===== src/rtl/core/arfs_pkg.sv =====
// ----------------------------------------------------------------------------
// ADIF record field scanner package
// Shared constants, result kinds, scan phases and helper functions.
// ----------------------------------------------------------------------------
package arfs_pkg;

    // Longest trimmed tag name that is kept.
    localparam int NAME_MAX          = 32;
    // Bytes of one message that are scanned before it fails.
    localparam int MESSAGE_MAX_BYTES = 65536;

    localparam int NAME_AW = $clog2(NAME_MAX);
    localparam int NAME_CW = $clog2(NAME_MAX + 1);
    localparam int POS_W   = $clog2(MESSAGE_MAX_BYTES + 1);
    localparam int LEN_W   = 17;

    localparam logic [LEN_W-1:0] LEN_SAT = 17'h10000;

    // Scan phases.
    localparam logic [2:0] PH_IDLE  = 3'd0;
    localparam logic [2:0] PH_TEXT  = 3'd1;
    localparam logic [2:0] PH_NAME  = 3'd2;
    localparam logic [2:0] PH_LEN   = 3'd3;
    localparam logic [2:0] PH_TYPE  = 3'd4;
    localparam logic [2:0] PH_VALUE = 3'd5;
    localparam logic [2:0] PH_DONE  = 3'd6;

    // Length parser states.
    localparam logic [2:0] LP_WS    = 3'd0;
    localparam logic [2:0] LP_PLUS  = 3'd1;
    localparam logic [2:0] LP_MINUS = 3'd2;
    localparam logic [2:0] LP_DIG   = 3'd3;
    localparam logic [2:0] LP_NDIG  = 3'd4;
    localparam logic [2:0] LP_TWS   = 3'd5;
    localparam logic [2:0] LP_NTWS  = 3'd6;
    localparam logic [2:0] LP_BAD   = 3'd7;

    // Result kinds.
    localparam logic [2:0] K_CHAR    = 3'd0;
    localparam logic [2:0] K_HEADER  = 3'd1;
    localparam logic [2:0] K_VALUE   = 3'd2;
    localparam logic [2:0] K_ACCEPT  = 3'd3;
    localparam logic [2:0] K_DISCARD = 3'd4;
    localparam logic [2:0] K_FAIL    = 3'd5;

    localparam logic [7:0] CH_LT    = 8'h3C;
    localparam logic [7:0] CH_GT    = 8'h3E;
    localparam logic [7:0] CH_COLON = 8'h3A;
    localparam logic [7:0] CH_PLUS  = 8'h2B;
    localparam logic [7:0] CH_MINUS = 8'h2D;
    localparam logic [7:0] CH_E     = 8'h45;
    localparam logic [7:0] CH_O     = 8'h4F;
    localparam logic [7:0] CH_R     = 8'h52;
    localparam logic [7:0] CH_H     = 8'h48;

    function automatic logic is_ws(input logic [7:0] b);
        return (b == 8'd32) || (b >= 8'd9 && b <= 8'd13);
    endfunction

    function automatic logic is_digit(input logic [7:0] b);
        return (b >= 8'h30) && (b <= 8'h39);
    endfunction

endpackage


===== src/rtl/core/arfs_name_mem.sv =====
// ----------------------------------------------------------------------------
// Tag name store
// One write port and one read port with registered read data.
// ----------------------------------------------------------------------------
module arfs_name_mem (
    input  logic                        clk,
    input  logic                        wr_en,
    input  logic [arfs_pkg::NAME_AW-1:0] wr_addr,
    input  logic [7:0]                  wr_data,
    input  logic [arfs_pkg::NAME_AW-1:0] rd_addr,
    output logic [7:0]                  rd_data
);
    import arfs_pkg::*;

    logic [7:0] mem [NAME_MAX];
    logic [7:0] rd_data_reg;

    always_ff @(posedge clk)
    begin
        if (wr_en)
        begin
            mem[wr_addr] <= wr_data;
        end
        rd_data_reg <= mem[rd_addr];
    end

    assign rd_data = rd_data_reg;

endmodule


===== src/rtl/core/arfs_len_step.sv =====
// ----------------------------------------------------------------------------
// Length digit unit
// Advances the declared-length parser by one byte: sign, digits, whitespace.
// ----------------------------------------------------------------------------
module arfs_len_step (
    input  logic [7:0]                 in_byte,
    input  logic [2:0]                 lp_cur,
    input  logic [arfs_pkg::LEN_W-1:0] acc_cur,
    output logic [2:0]                 lp_new,
    output logic [arfs_pkg::LEN_W-1:0] acc_new
);
    import arfs_pkg::*;

    logic [LEN_W-1:0] base;
    logic [20:0]      v;

    always_comb
    begin
        base    = (lp_cur <= LP_MINUS) ? '0 : acc_cur;
        v       = ({4'b0, base} << 3) + ({4'b0, base} << 1) + 21'(in_byte[3:0]);
        lp_new  = lp_cur;
        acc_new = acc_cur;
        if (is_digit(in_byte) && lp_cur <= LP_NDIG)
        begin
            acc_new = (v > 21'(LEN_SAT)) ? LEN_SAT : v[LEN_W-1:0];
            lp_new  = (lp_cur == LP_MINUS || lp_cur == LP_NDIG) ? LP_NDIG : LP_DIG;
        end
        else if (is_ws(in_byte) && (lp_cur == LP_WS || lp_cur >= LP_DIG))
        begin
            if (lp_cur == LP_DIG)
            begin
                lp_new = LP_TWS;
            end
            else if (lp_cur == LP_NDIG)
            begin
                lp_new = LP_NTWS;
            end
        end
        else if (lp_cur == LP_WS && in_byte == CH_PLUS)
        begin
            lp_new = LP_PLUS;
        end
        else if (lp_cur == LP_WS && in_byte == CH_MINUS)
        begin
            lp_new = LP_MINUS;
        end
        else
        begin
            lp_new = LP_BAD;
        end
    end

endmodule


===== src/rtl/core/adif_record_field_scanner.sv =====
// ----------------------------------------------------------------------------
// ADIF record field scanner
// Scans messages for ADIF tags and streams names, headers, values and outcomes.
// ----------------------------------------------------------------------------
// The byte channel takes one message byte per beat, with first_byte marking
// the start of a message (which restarts the scanner) and final_byte its end.
// The result channel gives one result per beat; run_end marks the last
// result caused by an input byte. Both channels move a beat when valid is
// high and stall is low.
// A byte that gives no result leaves byte_stall low, so the next byte is not
// held back. A byte that gives results is taken in first and its results then
// go out one by one through the output register, so a value byte gives one
// result and a tag close gives the trimmed name characters and the header.
// A final byte that fails the record adds a fail beat as its last result.
// The rate is set by the single output register, which a small sequencer
// feeds one result a cycle while the output register is free, reading the
// name store one entry a cycle during the name burst.
// While results of a byte are pending, byte_stall is held high.
// After reset the scanner waits for a byte with first_byte set; other bytes
// are ignored. When the receiver stalls, the result held in the output
// register stays put and the sequencer waits; a byte that gives no result
// may still be taken while the last result waits to be taken.
// ----------------------------------------------------------------------------
module adif_record_field_scanner (
    input  logic        clk,
    input  logic        rst_n,
    input  logic        byte_valid,
    output logic        byte_stall,
    input  logic [7:0]  in_byte,
    input  logic        first_byte,
    input  logic        final_byte,
    output logic        result_valid,
    input  logic        result_stall,
    output logic [2:0]  kind,
    output logic [7:0]  char_value,
    output logic [15:0] field_length,
    output logic [7:0]  field_number,
    output logic [15:0] span_start,
    output logic [15:0] span_end,
    output logic        run_end
);
    import arfs_pkg::*;

    // Sequencer states.
    localparam logic [2:0] SQ_IDLE = 3'd0;
    localparam logic [2:0] SQ_NAME = 3'd1;
    localparam logic [2:0] SQ_HEAD = 3'd2;
    localparam logic [2:0] SQ_ONE  = 3'd3;
    localparam logic [2:0] SQ_FAIL = 3'd4;

    // Scanner state.
    logic [2:0]         phase_reg, phase_next;
    logic [NAME_CW-1:0] nc_reg, nc_next;
    logic [NAME_CW-1:0] nt_reg, nt_next;
    logic [LEN_W-1:0]   acc_reg, acc_next;
    logic [2:0]         lp_reg, lp_next;
    logic [15:0]        rem_reg, rem_next;
    logic [POS_W-1:0]   pos_reg, pos_next;
    logic               bnone_reg, bnone_next;
    logic [15:0]        begin_reg, begin_next;
    logic [15:0]        topen_reg, topen_next;
    logic [7:0]         fields_reg, fields_next;
    logic [7:0]         sh0_reg, sh1_reg, sh2_reg;

    // Sequencer and pending results.
    logic [2:0]         seq_reg, seq_next;
    logic [NAME_CW-1:0] k_reg, k_next;
    logic               tail_reg, tail_next;
    logic [2:0]         pkind_reg, pkind_next;
    logic [7:0]         pchar_reg, pchar_next;
    logic [7:0]         pfnum_reg, pfnum_next;
    logic [15:0]        pss_reg, pss_next;
    logic [15:0]        pse_reg, pse_next;
    logic [15:0]        hlen_reg, hlen_next;

    // Output register.
    logic               ov_reg, ov_next;
    logic [2:0]         okind_reg, okind_next;
    logic [7:0]         ochar_reg, ochar_next;
    logic [15:0]        olen_reg, olen_next;
    logic [7:0]         ofnum_reg, ofnum_next;
    logic [15:0]        oss_reg, oss_next;
    logic [15:0]        ose_reg, ose_next;
    logic               orun_reg, orun_next;

    // Values seen by the current byte after any restart.
    logic [2:0]         c_ph;
    logic [NAME_CW-1:0] c_nc;
    logic [NAME_CW-1:0] c_nt;
    logic [LEN_W-1:0]   c_acc;
    logic [2:0]         c_lp;
    logic [15:0]        c_rem;
    logic [POS_W-1:0]   c_pos;
    logic               c_bnone;
    logic [15:0]        c_begin;
    logic [7:0]         c_fields;

    logic [2:0]         ls_lp;
    logic [LEN_W-1:0]   ls_acc;
    logic               wr_en;
    logic [7:0]         wr_data;
    logic [7:0]         rd_data;
    logic               byte_acc;
    logic               out_free;

    assign byte_acc = byte_valid && !byte_stall;
    assign out_free = !ov_reg || !result_stall;
    assign byte_stall = (seq_reg != SQ_IDLE);

    assign c_ph     = first_byte ? PH_TEXT : phase_reg;
    assign c_nc     = first_byte ? '0 : nc_reg;
    assign c_nt     = first_byte ? '0 : nt_reg;
    assign c_acc    = first_byte ? '0 : acc_reg;
    assign c_lp     = first_byte ? LP_WS : lp_reg;
    assign c_rem    = first_byte ? '0 : rem_reg;
    assign c_pos    = first_byte ? '0 : pos_reg;
    assign c_bnone  = first_byte ? 1'b1 : bnone_reg;
    assign c_begin  = first_byte ? '0 : begin_reg;
    assign c_fields = first_byte ? '0 : fields_reg;

    arfs_len_step u_len (
        .in_byte (in_byte),
        .lp_cur  (c_lp),
        .acc_cur (c_acc),
        .lp_new  (ls_lp),
        .acc_new (ls_acc)
    );

    arfs_name_mem u_mem (
        .clk     (clk),
        .wr_en   (wr_en),
        .wr_addr (c_nc[NAME_AW-1:0]),
        .wr_data (wr_data),
        .rd_addr (k_next[NAME_AW-1:0]),
        .rd_data (rd_data)
    );

    always_comb
    begin
        logic       r_fail;
        logic       r_one;
        logic       r_burst;
        logic       r_tail;
        logic       do_close;
        logic       is_eor;
        logic       is_eoh;
        logic       bad_len;
        logic [7:0] idx;
        logic [7:0] up;

        r_fail   = 1'b0;
        r_one    = 1'b0;
        r_burst  = 1'b0;
        r_tail   = 1'b0;
        do_close = 1'b0;
        is_eor   = (nt_reg == NAME_CW'(3)) && sh0_reg == CH_E && sh1_reg == CH_O
                   && sh2_reg == CH_R;
        is_eoh   = (nt_reg == NAME_CW'(3)) && sh0_reg == CH_E && sh1_reg == CH_O
                   && sh2_reg == CH_H;
        bad_len  = (c_lp < LP_DIG) || (c_lp > LP_NTWS) || (c_acc > 17'hFFFF)
                   || ((c_lp == LP_NDIG || c_lp == LP_NTWS) && c_acc != '0);
        idx      = (c_fields == 8'hFF) ? 8'hFF : c_fields + 8'd1;
        up       = (in_byte >= 8'h61 && in_byte <= 8'h7A) ? in_byte - 8'h20 : in_byte;

        phase_next  = phase_reg;
        nc_next     = nc_reg;
        nt_next     = nt_reg;
        acc_next    = acc_reg;
        lp_next     = lp_reg;
        rem_next    = rem_reg;
        pos_next    = pos_reg;
        bnone_next  = bnone_reg;
        begin_next  = begin_reg;
        topen_next  = topen_reg;
        fields_next = fields_reg;
        seq_next    = seq_reg;
        k_next      = k_reg;
        tail_next   = tail_reg;
        pkind_next  = pkind_reg;
        pchar_next  = pchar_reg;
        pfnum_next  = pfnum_reg;
        pss_next    = pss_reg;
        pse_next    = pse_reg;
        hlen_next   = hlen_reg;
        wr_en       = 1'b0;
        wr_data     = up;

        ov_next    = ov_reg && result_stall;
        okind_next = okind_reg;
        ochar_next = ochar_reg;
        olen_next  = olen_reg;
        ofnum_next = ofnum_reg;
        oss_next   = oss_reg;
        ose_next   = ose_reg;
        orun_next  = orun_reg;

        if (seq_reg == SQ_IDLE)
        begin
            if (byte_acc)
            begin
                phase_next  = c_ph;
                nc_next     = c_nc;
                nt_next     = c_nt;
                acc_next    = c_acc;
                lp_next     = c_lp;
                rem_next    = c_rem;
                pos_next    = c_pos;
                bnone_next  = c_bnone;
                begin_next  = c_begin;
                topen_next  = first_byte ? '0 : topen_reg;
                fields_next = c_fields;
                if (c_ph != PH_IDLE && c_ph != PH_DONE)
                begin
                    if (c_pos >= POS_W'(MESSAGE_MAX_BYTES))
                    begin
                        r_fail = 1'b1;
                    end
                    else
                    begin
                        case (c_ph)
                            PH_TEXT:
                            begin
                                if (in_byte == CH_LT)
                                begin
                                    topen_next = c_pos[15:0];
                                    nc_next    = '0;
                                    nt_next    = '0;
                                    acc_next   = '0;
                                    lp_next    = LP_BAD;
                                    phase_next = PH_NAME;
                                end
                            end
                            PH_NAME:
                            begin
                                if (in_byte == CH_GT)
                                begin
                                    do_close = 1'b1;
                                end
                                else if (in_byte == CH_COLON)
                                begin
                                    acc_next   = '0;
                                    lp_next    = LP_WS;
                                    phase_next = PH_LEN;
                                end
                                else if (is_ws(in_byte))
                                begin
                                    if (c_nc != '0 && c_nc < NAME_CW'(NAME_MAX))
                                    begin
                                        wr_en   = 1'b1;
                                        nc_next = c_nc + 1'b1;
                                    end
                                end
                                else if (c_nc >= NAME_CW'(NAME_MAX))
                                begin
                                    r_fail = 1'b1;
                                end
                                else
                                begin
                                    wr_en   = 1'b1;
                                    nc_next = c_nc + 1'b1;
                                    nt_next = c_nc + 1'b1;
                                end
                            end
                            PH_LEN:
                            begin
                                if (in_byte == CH_GT)
                                begin
                                    do_close = 1'b1;
                                end
                                else if (in_byte == CH_COLON)
                                begin
                                    phase_next = PH_TYPE;
                                end
                                else
                                begin
                                    acc_next = ls_acc;
                                    lp_next  = ls_lp;
                                end
                            end
                            PH_TYPE:
                            begin
                                if (in_byte == CH_GT)
                                begin
                                    do_close = 1'b1;
                                end
                            end
                            default:
                            begin
                                r_one      = 1'b1;
                                pkind_next = K_VALUE;
                                pchar_next = in_byte;
                                pfnum_next = c_fields;
                                pss_next   = '0;
                                pse_next   = '0;
                                rem_next   = c_rem - 16'd1;
                                if (c_rem == 16'd1)
                                begin
                                    phase_next = PH_TEXT;
                                end
                            end
                        endcase

                        // A tag close can only follow a byte of the same tag, so
                        // the registered name state is the current one here.
                        if (do_close)
                        begin
                            if (is_eor)
                            begin
                                if (c_bnone)
                                begin
                                    r_fail = 1'b1;
                                end
                                else
                                begin
                                    r_one      = 1'b1;
                                    pkind_next = K_ACCEPT;
                                    pchar_next = '0;
                                    pfnum_next = '0;
                                    pss_next   = c_begin;
                                    pse_next   = c_pos[15:0];
                                    phase_next = PH_DONE;
                                end
                            end
                            else if (is_eoh)
                            begin
                                r_one       = 1'b1;
                                pkind_next  = K_DISCARD;
                                pchar_next  = '0;
                                pfnum_next  = '0;
                                pss_next    = '0;
                                pse_next    = '0;
                                bnone_next  = 1'b1;
                                fields_next = '0;
                                phase_next  = PH_TEXT;
                            end
                            else if (bad_len)
                            begin
                                r_fail = 1'b1;
                            end
                            else
                            begin
                                r_burst = 1'b1;
                                if (c_bnone)
                                begin
                                    fields_next = '0;
                                    bnone_next  = 1'b0;
                                    begin_next  = topen_reg;
                                end
                                else
                                begin
                                    fields_next = idx;
                                end
                                hlen_next  = c_acc[15:0];
                                rem_next   = c_acc[15:0];
                                phase_next = (c_acc != '0) ? PH_VALUE : PH_TEXT;
                            end
                        end
                    end

                    if (r_fail)
                    begin
                        phase_next = PH_DONE;
                        r_one      = 1'b1;
                        pkind_next = K_FAIL;
                        pchar_next = '0;
                        pfnum_next = '0;
                        pss_next   = '0;
                        pse_next   = '0;
                    end
                    else if (final_byte && phase_next != PH_DONE)
                    begin
                        r_tail     = 1'b1;
                        phase_next = PH_DONE;
                    end

                    if (c_pos < POS_W'(MESSAGE_MAX_BYTES))
                    begin
                        pos_next = c_pos + 1'b1;
                    end
                end

                tail_next = r_tail && (r_burst || r_one);
                if (r_burst)
                begin
                    k_next   = '0;
                    seq_next = (nt_reg != '0) ? SQ_NAME : SQ_HEAD;
                end
                else if (r_one)
                begin
                    seq_next = SQ_ONE;
                end
                else if (r_tail)
                begin
                    seq_next = SQ_FAIL;
                end
            end
        end
        else if (out_free)
        begin
            ov_next    = 1'b1;
            okind_next = K_FAIL;
            ochar_next = '0;
            olen_next  = '0;
            ofnum_next = '0;
            oss_next   = '0;
            ose_next   = '0;
            orun_next  = 1'b1;
            case (seq_reg)
                SQ_NAME:
                begin
                    okind_next = K_CHAR;
                    ochar_next = rd_data;
                    ofnum_next = fields_reg;
                    orun_next  = 1'b0;
                    k_next     = k_reg + 1'b1;
                    if (k_reg + 1'b1 == nt_reg)
                    begin
                        seq_next = SQ_HEAD;
                    end
                end
                SQ_HEAD:
                begin
                    okind_next = K_HEADER;
                    olen_next  = hlen_reg;
                    ofnum_next = fields_reg;
                    orun_next  = !tail_reg;
                    seq_next   = tail_reg ? SQ_FAIL : SQ_IDLE;
                end
                SQ_ONE:
                begin
                    okind_next = pkind_reg;
                    ochar_next = pchar_reg;
                    ofnum_next = pfnum_reg;
                    oss_next   = pss_reg;
                    ose_next   = pse_reg;
                    orun_next  = !tail_reg;
                    seq_next   = tail_reg ? SQ_FAIL : SQ_IDLE;
                end
                default:
                begin
                    seq_next = SQ_IDLE;
                end
            endcase
        end
    end

    always_ff @(posedge clk or negedge rst_n)
    begin
        if (!rst_n)
        begin
            phase_reg  <= PH_IDLE;
            nc_reg     <= '0;
            nt_reg     <= '0;
            acc_reg    <= '0;
            lp_reg     <= LP_WS;
            rem_reg    <= '0;
            pos_reg    <= '0;
            bnone_reg  <= 1'b1;
            begin_reg  <= '0;
            topen_reg  <= '0;
            fields_reg <= '0;
            seq_reg    <= SQ_IDLE;
            k_reg      <= '0;
            tail_reg   <= 1'b0;
            ov_reg     <= 1'b0;
        end
        else
        begin
            phase_reg  <= phase_next;
            nc_reg     <= nc_next;
            nt_reg     <= nt_next;
            acc_reg    <= acc_next;
            lp_reg     <= lp_next;
            rem_reg    <= rem_next;
            pos_reg    <= pos_next;
            bnone_reg  <= bnone_next;
            begin_reg  <= begin_next;
            topen_reg  <= topen_next;
            fields_reg <= fields_next;
            seq_reg    <= seq_next;
            k_reg      <= k_next;
            tail_reg   <= tail_next;
            ov_reg     <= ov_next;
        end
    end

    // Payload registers, including a copy of the first three name bytes.
    always_ff @(posedge clk)
    begin
        pkind_reg <= pkind_next;
        pchar_reg <= pchar_next;
        pfnum_reg <= pfnum_next;
        pss_reg   <= pss_next;
        pse_reg   <= pse_next;
        hlen_reg  <= hlen_next;
        okind_reg <= okind_next;
        ochar_reg <= ochar_next;
        olen_reg  <= olen_next;
        ofnum_reg <= ofnum_next;
        oss_reg   <= oss_next;
        ose_reg   <= ose_next;
        orun_reg  <= orun_next;
        if (wr_en && c_nc == NAME_CW'(0))
        begin
            sh0_reg <= wr_data;
        end
        if (wr_en && c_nc == NAME_CW'(1))
        begin
            sh1_reg <= wr_data;
        end
        if (wr_en && c_nc == NAME_CW'(2))
        begin
            sh2_reg <= wr_data;
        end
    end

    assign result_valid = ov_reg;
    assign kind         = okind_reg;
    assign char_value   = ochar_reg;
    assign field_length = olen_reg;
    assign field_number = ofnum_reg;
    assign span_start   = oss_reg;
    assign span_end     = ose_reg;
    assign run_end      = orun_reg;

`ifndef SYNTHESIS
    a_name_index: assert property (@(posedge clk) disable iff (!rst_n)
        seq_reg == SQ_NAME |-> k_reg < nt_reg)
        else $error("name burst index beyond trimmed name");

    a_value_left: assert property (@(posedge clk) disable iff (!rst_n)
        phase_reg == PH_VALUE |-> rem_reg != '0)
        else $error("value phase with nothing left");

    a_accept_last: assert property (@(posedge clk) disable iff (!rst_n)
        result_valid && kind == K_ACCEPT |-> run_end)
        else $error("accept is not the last result of its byte");

    a_idle_quiet: assert property (@(posedge clk) disable iff (!rst_n)
        byte_acc && !first_byte && phase_reg == PH_IDLE |=> seq_reg == SQ_IDLE)
        else $error("byte outside a message produced results");
`endif

endmodule

===== config.mk =====
export PLATFORM = sky130hd
export DESIGN_NAME = adif_record_field_scanner
export DESIGN_NICKNAME = d
export VERILOG_FILES = /design/src/rtl/core/arfs_pkg.sv /design/src/rtl/core/arfs_name_mem.sv /design/src/rtl/core/arfs_len_step.sv /design/src/rtl/core/adif_record_field_scanner.sv
export SDC_FILE = /design/constraint.sdc
export NUM_CORES = 1
export LEC_CHECK = 0
export ABC_AREA = 1
export BUFFER_PORTS_ARGS = -buffer_cell sky130_fd_sc_hd__buf_2
export CAP_MARGIN = 25
export CORE_MARGIN = 2
export CORE_UTILIZATION = 56
export DETAILED_ROUTE_END_ITERATION = 6
export GPL_TIMING_DRIVEN = 1
export PLACE_DENSITY = 0.73
export SLEW_MARGIN = 20
export SYNTH_ARGS = -nofsm -noshare
export SYNTH_HDL_FRONTEND = slang
export SYNTH_HIERARCHICAL = 1
export SYNTH_SLANG_ARGS = --single-unit

===== constraint.sdc =====
create_clock -name clk -period 5.22 [get_ports clk]
set_input_delay 0.522 -clock clk [delete_from_list [all_inputs] [get_ports clk]]
set_output_delay 0.522 -clock clk [all_outputs]
set_load 0.02 [all_outputs]

==> metrics.yaml <==
yosys.area.top_type_share: 0.450
crit_type: "flop to flop"
synthTopCellsByCount: "nand2_1, edfxtp_1, inv_1"
syn_to_final_growth_pct: 10.6
cts.sinks: 543
clkLatencyLatePin_ps: 610
power_frac_clock: 0.245
rsz0062_at_grt: "no"
relSlewSlack: 0.334
period_share: 0.815
synth_edf_count: 415
place_hpwl_um: 46900
yosys.cell_types.count: 74
ir_worst_vdd_mv: 0.536
status: "finished clean"
seq_area_frac_synth: 0.564
r2r_end: "acc_reg[16]"
min_path_type: "primary input to asynchronous set/reset pin"
synthMostInstantiatedCell: "nand2_1"
comb_power_share: 0.385
final_nets: 3136
drive_gt1_frac: 0.121
cts_tree: "done"
clock_skew_ps: 18.3
ys_seq_elements: 543
netlist.top_cell.by_area: "edfxtp_1"
drt_pre_antenna_iters: 6
grt_max_degree: 97
fin_cells: 3787
root_buffer: "clkbuf_16"
r2r_cells: 21
grt_pass1_vias: 20500
rows: 81
wl_um: 70000
synthTopCellsByArea: "edfxtp_1, dfrtp_1, nand2_1, nand3_1, inv_1"
mappedNetlistArea_um2: 27700
power.density_nw_per_um2: 512
power_switching_w: 0.00623
first_iter_violations: 2460
syn_avg_cell_area_um2: 9.28
cts-resized-gates: 0
synthCells: 2985
via_per_inst: 5.73
hold_viol_final: 0
startpoint: "lp_reg[0]"
p_sw_frac: 0.397
r2r-start: "lp_reg[0]"
yosys_warnings: 6
leakage_nw: 12.7
io_pins: 84
max-cap-violations: 0
drv_slew: 0
fin_setup_tns_ps: 0
gp_congestion: 0.920
antenna_found_initial: 2
synthFlopType: "edfxtp_1"
async_reset_ff_frac: 0.221
fin_crit_ps: 4260
dieArea_um2: 51300
drc: 0
start_kind: "flop"
fmax_ghz: 0.235
vias: 21700
grt_pass1_wl_um: 110000
rrSetupSlack_ps: 960
tightest_slew_ps: 999
start_util: 0.567
cp-end-kind: "flop"
htreeDepth: 2
clkSlewWorstSetupHoldPaths_ps: 60
ant_nets: 0
dp.cells: 3684
grtUsageTotal: 0.274
required_ps: 5670
die_w_um: 226
critPathMaxFanout: 17
final-setup-viol-count: 0
cts_buffer_depth: 3
p_seq_frac: 0.370
avgRoutedWirePerCell_um: 18.5
cts_setup_buffers: 0
syn_nets: 3045
cp.arrival_ps: 4700
hold_buffers: 0
cts_made_buffers: 54
die_h_um: 226
p_int_w: 0.00947
largest_reg_flops: 256
io_buffers: 83
grt_overflow: 0
core_area_um2: 48800
hold_slack_ps: 49.6
power groups by stage:
stage,Combinational [W],Clock [W],Sequential [W]
after floorplan,0.00413,0,0.00609
after global placement,0.00579,0,0.00586
after detailed placement,0.00593,0,0.00588
after CTS,0.00597,0.00388,0.00580
after global routing,0.00666,0.00405,0.00587
final,0.00605,0.00384,0.00580
cell usage in the layout (no fill, tap or decap), types with 12 or more instances in the layout:
cell	count
a31oi_1	17
clkbuf_16	57
clkbuf_1	19
nand2_1	743
xor2_1	29
o21ai_0	148
o22ai_2	30
nand2_2	30
buf_2	82
nor2_1	299
dfrtp_1	119
nand3_2	17
edfxtp_1	415
a221oi_1	12
inv_2	18
inv_1	319
a21oi_1	97
o211ai_1	13
ha_1	44
nor3_1	20
buf_4	71
nand4_1	32
nand3_1	300
worst max-delay path by stage:
stage / end / slack, ps / cells after the start
final: acc_reg[16] / 960 / 21
after global routing: acc_reg[16] / 590 / 21
after CTS: acc_reg[4] / 1030 / 23
after detailed placement: acc_reg[16] / 700 / 22
after global placement: acc_reg[16] / 820 / 22
after floorplan: seq_reg[1] / 470 / 9
layer usage:
layer	track usage	up-vias	routed length [um]
li1	-	10300	-
met1	0.390	10300	30300
met2	0.423	967	31600
met3	0.0583	168	6000
met4	0.0881	2	2010
met5	0	-	20
critical path, stage by stage (launching register included):
cell and delay, ps:
dfrtp_1 350, inv_1 60, nor2_1 330, nand2_1 100, nand2_1 160, inv_1 230, nor2_1 240, ha_1 270
ha_1 250, fa_1 480, nand2_1 90, nand2_2 90, nand3_2 80, nand2_2 60, nand2_2 90, nand2_4 70
nand3_1 120, nand4_4 140, nor2_8 320, a21boi_0 170, a221oi_1 310, a21oi_1 70
stage by stage:
stage / area, um2 / power, W / worst slack [ps] / utilization
6_report: 30600 / 0.0157 / 964 / 0.627
3_5_place_dp: 28900 / 0.0118 / 700 / 0.591
3_3_place_gp: 28900 / 0.0117 / 819 / 0.591
4_1_cts: 30600 / 0.0156 / 1030 / 0.627
5_1_grt: 30600 / 0.0166 / 590 / 0.627
2_1_floorplan: 27700 / 0.0102 / 473 / -
cells by family (layout without fill, tap and decap cells):
| logic type | Yosys count | count (layout) | share of synthesized area |
|---|---|---|---|
| compound gates | 405 | 405 | 0.0937 |
| xor+xnor | 40 | 40 | 0.0129 |
| fa+ha+maj | 46 | 46 | 0.0213 |
| buf+inv | 465 | 602 | 0.0738 |
| flops | 543 | 543 | 0.564 |
| mux | 2 | 2 | 0.000723 |
| other cells | 0 | 1 | 0 |
| simple gates | 1484 | 1484 | 0.234 |
cell type report:
type                       count  area [um2]
antenna                        1        2.50
clock buffer                  82        1580
clock inverter                20         178
fill                        3983       18200
inverter                     342        1280
multi-input combinational   1977       10100
sequential                   543       15600
tap                          664         831
timing repair buffer         158        1040
No activity file was read; power rests on OpenSTA's default activity.
